### src/design/mbt_pkg.sv
package mbt_pkg;

    // Pattern geometry
    localparam int MAX_EXTENT  = 16384;
    localparam int BLOCK_SIZE  = 32;
    localparam int BLOCK_STEP  = 8;
    localparam int BLINK_SIZE  = 16;
    localparam int FULL_PERIOD = 60;

    // Field widths
    localparam int EXT_W   = 15;
    localparam int COORD_W = 14;
    localparam int COLOR_W = 8;
    localparam int FRAME_W = 32;

    // Column mark memory: one row holds the marks of ROW_COLS columns and an epoch tag
    localparam int ROW_COLS = 32;
    localparam int COL_W    = $clog2(ROW_COLS);
    localparam int ROWS     = MAX_EXTENT / ROW_COLS;
    localparam int ROW_W    = $clog2(ROWS);
    localparam int EPOCH_W  = 8;
    localparam int MROW_W   = EXT_W + 1 - COL_W;

    localparam int PHASE_W  = $clog2(FULL_PERIOD + 1);

    // Divider: two quotient bits per cycle
    localparam int LEFT_W       = FRAME_W + $clog2(BLOCK_STEP + 1);
    localparam int DIV_BITS     = LEFT_W + (LEFT_W % 2);
    localparam int DIV_CNT_W    = $clog2(DIV_BITS / 2 + 1);
    localparam int SHORT_CYCLES = COLOR_W / 2;
    localparam int PROD_W       = COORD_W + COLOR_W;

    // Register indexes
    localparam int CFG_IDX_W = 1;
    localparam logic [CFG_IDX_W-1:0] REG_WIDTH  = 1'b0;
    localparam logic [CFG_IDX_W-1:0] REG_HEIGHT = 1'b1;

    // Commands
    localparam logic CMD_RENDER = 1'b0;
    localparam logic CMD_READ   = 1'b1;

    // Colours
    localparam logic [COLOR_W-1:0] GRAD_RED = 8'h20;
    localparam logic [COLOR_W-1:0] GRAY     = 8'h20;
    localparam logic [COLOR_W-1:0] ORANGE_B = 8'hF0;
    localparam logic [COLOR_W-1:0] ORANGE_G = 8'h80;
    localparam logic [COLOR_W-1:0] ORANGE_R = 8'h10;
    localparam logic [COLOR_W-1:0] BLINK_HI = 8'hFF;
    localparam logic [COLOR_W-1:0] BLINK_LO = 8'h10;
    localparam logic [COLOR_W-1:0] ALPHA    = 8'hFF;
    localparam int                 SCALE    = 255;

    typedef struct packed {
        logic                 start;
        logic [DIV_CNT_W-1:0] cycles;
        logic [EXT_W-1:0]     rem_init;
        logic [DIV_BITS-1:0]  bits;
        logic [EXT_W-1:0]     divisor;
    } div_req_t;

    typedef struct packed {
        logic               done;
        logic [COLOR_W-1:0] quo;
        logic [EXT_W-1:0]   rem;
    } div_rsp_t;

endpackage

### src/design/mbt_div.sv
module mbt_div (
    input  logic              clk,
    input  logic              rst_n,
    input  mbt_pkg::div_req_t req,
    output mbt_pkg::div_rsp_t rsp
);
    import mbt_pkg::*;

    logic                 busy_reg, busy_next;
    logic                 done_reg, done_next;
    logic [DIV_CNT_W-1:0] cnt_reg, cnt_next;
    logic [EXT_W-1:0]     rem_reg, rem_next;
    logic [DIV_BITS-1:0]  bits_reg, bits_next;
    logic [COLOR_W-1:0]   quo_reg, quo_next;
    logic [EXT_W-1:0]     div_reg, div_next;

    // Two restoring steps per cycle, dividend bits taken MSB first
    always_comb
    begin
        logic [EXT_W:0]   r1;
        logic [EXT_W:0]   r2;
        logic [EXT_W:0]   d;
        logic [EXT_W-1:0] rem1;
        logic             ge1;
        logic             ge2;
        d    = {1'b0, div_reg};
        r1   = {rem_reg, bits_reg[DIV_BITS-1]};
        ge1  = (r1 >= d);
        rem1 = ge1 ? EXT_W'(r1 - d) : r1[EXT_W-1:0];
        r2   = {rem1, bits_reg[DIV_BITS-2]};
        ge2  = (r2 >= d);

        busy_next = busy_reg;
        done_next = 1'b0;
        cnt_next  = cnt_reg;
        rem_next  = rem_reg;
        bits_next = bits_reg;
        quo_next  = quo_reg;
        div_next  = div_reg;

        if (req.start)
        begin
            busy_next = 1'b1;
            cnt_next  = req.cycles;
            rem_next  = req.rem_init;
            bits_next = req.bits;
            quo_next  = '0;
            div_next  = req.divisor;
        end
        else if (busy_reg)
        begin
            rem_next  = ge2 ? EXT_W'(r2 - d) : r2[EXT_W-1:0];
            bits_next = {bits_reg[DIV_BITS-3:0], 2'b00};
            quo_next  = {quo_reg[COLOR_W-3:0], ge1, ge2};
            cnt_next  = cnt_reg - DIV_CNT_W'(1);
            if (cnt_reg == DIV_CNT_W'(1))
            begin
                busy_next = 1'b0;
                done_next = 1'b1;
            end
        end
    end

    always_ff @(posedge clk or negedge rst_n)
    begin
        if (!rst_n)
        begin
            busy_reg <= 1'b0;
            done_reg <= 1'b0;
            cnt_reg  <= '0;
        end
        else
        begin
            busy_reg <= busy_next;
            done_reg <= done_next;
            cnt_reg  <= cnt_next;
        end
    end

    always_ff @(posedge clk)
    begin
        rem_reg  <= rem_next;
        bits_reg <= bits_next;
        quo_reg  <= quo_next;
        div_reg  <= div_next;
    end

    assign rsp.done = done_reg;
    assign rsp.quo  = quo_reg;
    assign rsp.rem  = rem_reg;

endmodule

### config.mk
export PLATFORM = sky130hd
export DESIGN_NAME = mbt_div
export DESIGN_NICKNAME = d
export VERILOG_FILES = /design/src/design/mbt_pkg.sv /design/src/design/mbt_div.sv
export SDC_FILE = /design/constraint.sdc
export NUM_CORES = 1
export LEC_CHECK = 0
export BUFFER_PORTS_ARGS = -buffer_cell sky130_fd_sc_hd__buf_2
export CAP_MARGIN = 20
export CORE_AREA = 8 8 122 124
export DETAILED_ROUTE_END_ITERATION = 12
export DIE_AREA = 0 0 130 132
export HOLD_SLACK_MARGIN = 0.12
export PLACE_DENSITY = 0.7
export SYNTH_ARGS = -nofsm -noshare
export SYNTH_HDL_FRONTEND = slang
export SYNTH_SLANG_ARGS = --single-unit
### constraint.sdc
create_clock -name clk -period 13.25 [get_ports clk]
set_input_delay 2.65 -clock clk [delete_from_list [all_inputs] [get_ports clk]]
set_output_delay 2.65 -clock clk [all_outputs]
set_load 0.01 [all_outputs]
==> results.md <==
* CP startpoint kind: flip-flop
* Crit path arrival time at 5.21 ns
* Max Clk Rate at 196 MHz
* Clock Tree Root: clkbuf_16
* Post-CTS sizing at 0
* Post-route minimum period at between 5 and 6 ns
* Total congestion overflow at 0
* Clk network pwr share at a little over an eighth
* Fin Hold WS at between 0.4 and 0.5 ns
* Flop pwr share at between 20 and 25%
* Switch share at 44.6%
* Yosys cell types at between 60 and 70
* Wire per inst at ~17 microns
* Combinational share of power at around 65%
* Worst slew margin at roughly 46%
* Routed wl met3 at ~1300 microns
* Unrepaired setup endpoints after global routing: false
* TritonCTS buffer count at 9
* VDD IR max at between 0.1 and 0.15 mV
* Routed wire length at ~12000 microns
* Critical path endpoint category: flip-flop
* DR vias/cell at between 5 and 6
* Fin crit share at just under 40%
* Level count of the clock H-tree at 3
* Outcome: finished, final reports clean
* Warnings, synthesis at 0
* Min-Delay Path Class: flip-flop to flip-flop
* Final nets at 660
* Initial Util at between 30% and 40%
* Met2 WL at ~5600 microns
* TritonCTS clock tree: done
* Post-synth top area cell: edfxtp_1
* Mean Syn Cell Area at around 11 sq um
* Post-synth top area share at between 30% and 40%
* Post-synth EDFFs at 66
* Critical Path Fanout Max at 14
* DRC viols at 0
* GRT Overall Usage at 15.0%
* Die Area at 17200 sq um
* Initial antenna violation count at 5
* Count of pins over their slew limit at 0
* Power Density at ~300 nW/um^2
* Commonest non-fill, non-tap cell in the layout: buf_2
* Worst Clk Skew at ~0.0074 ns
* Setup WS pre-CTS at between 8 and 9 ns
* Crit Path Class: flip-flop to flip-flop
* CTS max path bufs at 2
* 1st-iter DRT viols at 280
* I/O pin cnt at 98
* Vias in the first global route at 3980
* Pint at just under 1 mW
* Core area at roughly 13000 sq um
* Final TNS setup at 0 ns
* Area grow syn2layout at 18.2%
* CTS Sinks at approximately 80
* Commonest non-fill, non-tap cells in the layout: buf_2, edfxtp_1, mux2_2, ha_1, inv_1
* Largest net degree at the start of global routing at 62
* Die X-Extent at roughly 130 microns
* Port Buffers at slightly below 100
* Top FF cell, synth: edfxtp_1
* Final GP Congestion at around 0.94
* Met1 Routed Length at approximately 5400 microns
* Syn_nets at 567
* Switch Pwr at between 0.7 and 0.8 mW
* Share of cells above drive strength 1 at between 30% and 40%
* Hold Violations, Final at 0
* Final WS setup at 8.14 ns
* Worst path required time at 13.35 ns
* DPL Wire Length at ~9400 microns
* Post-CTS setup buffers at 0
* Skew-Pair Late Insertion Delay at approximately 0.35 ns
* CTS Hold Bufs at 0
* Synth Cell Area at ~5100 sq um
* Die height at roughly 130 microns
* Final setup fails at 0
* Worst slew pin tran at slightly above 0.8 ns
* Top Metal Used: met5
* Max Cap Violations at 0
* Post-synthesis sequential area ratio at roughly 46%
* Row count at 42
* Total power at 1.78 mW
* Leak at ~2.6 nW
* Asr flop ratio synth at around 8.6%
* Antenna Nets Post-Route at 0
* Clock slew at reported path FFs at ~0.060 ns
* Synth area leaders: edfxtp_1, mux2_2, ha_1, dfrtp_1, dfxtp_1
* Vias at ~3800
* Syn Inst Count at ~460
* Synthesized flop and latch total at ~80
* Router iterations before antenna repair at 4
* Flip-flop count of the largest register after layout at 36
* First-pass GRT wire length at around 20000 microns
## critical path, cell delays in order, from the launching register on
cell	delay, ns
edfxtp_1	0.41
ha_1	0.21
inv_1	0.07
fa_1	0.22
a21oi_2	0.09
o22ai_1	0.20
o22ai_1	0.18
a211oi_4	0.51
buf_4	0.29
mux2_2	0.38
ha_1	0.34
a21oi_1	0.15
o21ai_1	0.08
or3_1	0.31
o21a_1	0.21
a41oi_1	0.31
o2111a_2	0.46
nor3_1	0.09
a311o_1	0.32
## cell families after synthesis
family                     after synthesis  share of synthesized area, %
buffers and inverters                   51                          4.29
and+or+nand+nor                        120                          11.8
adders and majority gates               34                          8.68
DFF                                     81                          45.7
AOI/OAI and AO/OA                       97                          13.9
muxes                                   55                          12.0
xor gates and xnor gates                21                          3.62
## cells in the mapped netlist, types with 4 or more instances
library cell,number
edfxtp_1,66
mux2_2,41
ha_1,32
inv_1,31
nand2_1,30
nor2_1,30
a21oi_1,21
xnor2_1,18
clkbuf_1,12
o21ai_0,12
mux2i_1,10
nand3_1,10
nor3_1,10
dfxtp_1,8
a31oi_1,7
dfrtp_1,7
nor2b_1,6
o21a_1,6
or2_2,6
and3_1,5
o21ai_1,5
a21o_1,4
and2_1,4
or3_1,4
## power by group through the flow
stage | Clock, mW | Combinational (mW) | Sequential [mW]
after CTS | 0.247 | 1.14 | 0.392
after global routing | 0.255 | 1.27 | 0.398
after global placement | 0 | 1.11 | 0.394
after detailed placement | 0 | 1.13 | 0.397
final | 0.241 | 1.15 | 0.391
after floorplan | 0 | 0.892 | 0.398
## through the flow
stage / cell area [sq um] / std cells / utilization, %
2_1_floorplan: 5070 / 459 / -
3_3_place_gp: 5720 / 717 / 44.0
3_5_place_dp: 5720 / 717 / 44.0
4_1_cts: 5990 / 733 / 46.2
5_1_grt: 6000 / 735 / 46.2
6_report: 6000 / 735 / 46.2
## metal layers
metal,GRT usage (%),vias to the layer above
met4,5.75,6
li1,-,1886
met2,23.3,129
met5,0,-
met3,6.96,18
met1,17.7,1797
## cell type report
type | instances | area (sq um)
fill | 1234 | 6980
multi-input combinational | 327 | 2540
sequential | 81 | 2320
timing repair buffer | 101 | 518
clock buffer | 10 | 229
tap | 176 | 220
inverter | 32 | 120
clock inverter | 6 | 50.0
antenna | 2 | 5.00
## final timing paths
path | startpoint | depth (start not counted) | slack (ns) | to
setup / recovery | div_reg[0] | 18 | 8.14 | rem_reg[11]
hold / removal | quo_reg[6] | 2 | 0.50 | quo_reg[6]
setup reg to reg | div_reg[0] | 18 | 8.14 | rem_reg[11]
hold reg to reg | quo_reg[6] | 2 | 0.50 | quo_reg[6]
max in group asynchronous | rst_n | 1 | 10.98 | cnt_reg[2]
min in group asynchronous | rst_n | 1 | 2.12 | cnt_reg[0]
No activity file was read; power rests on OpenSTA's default activity.
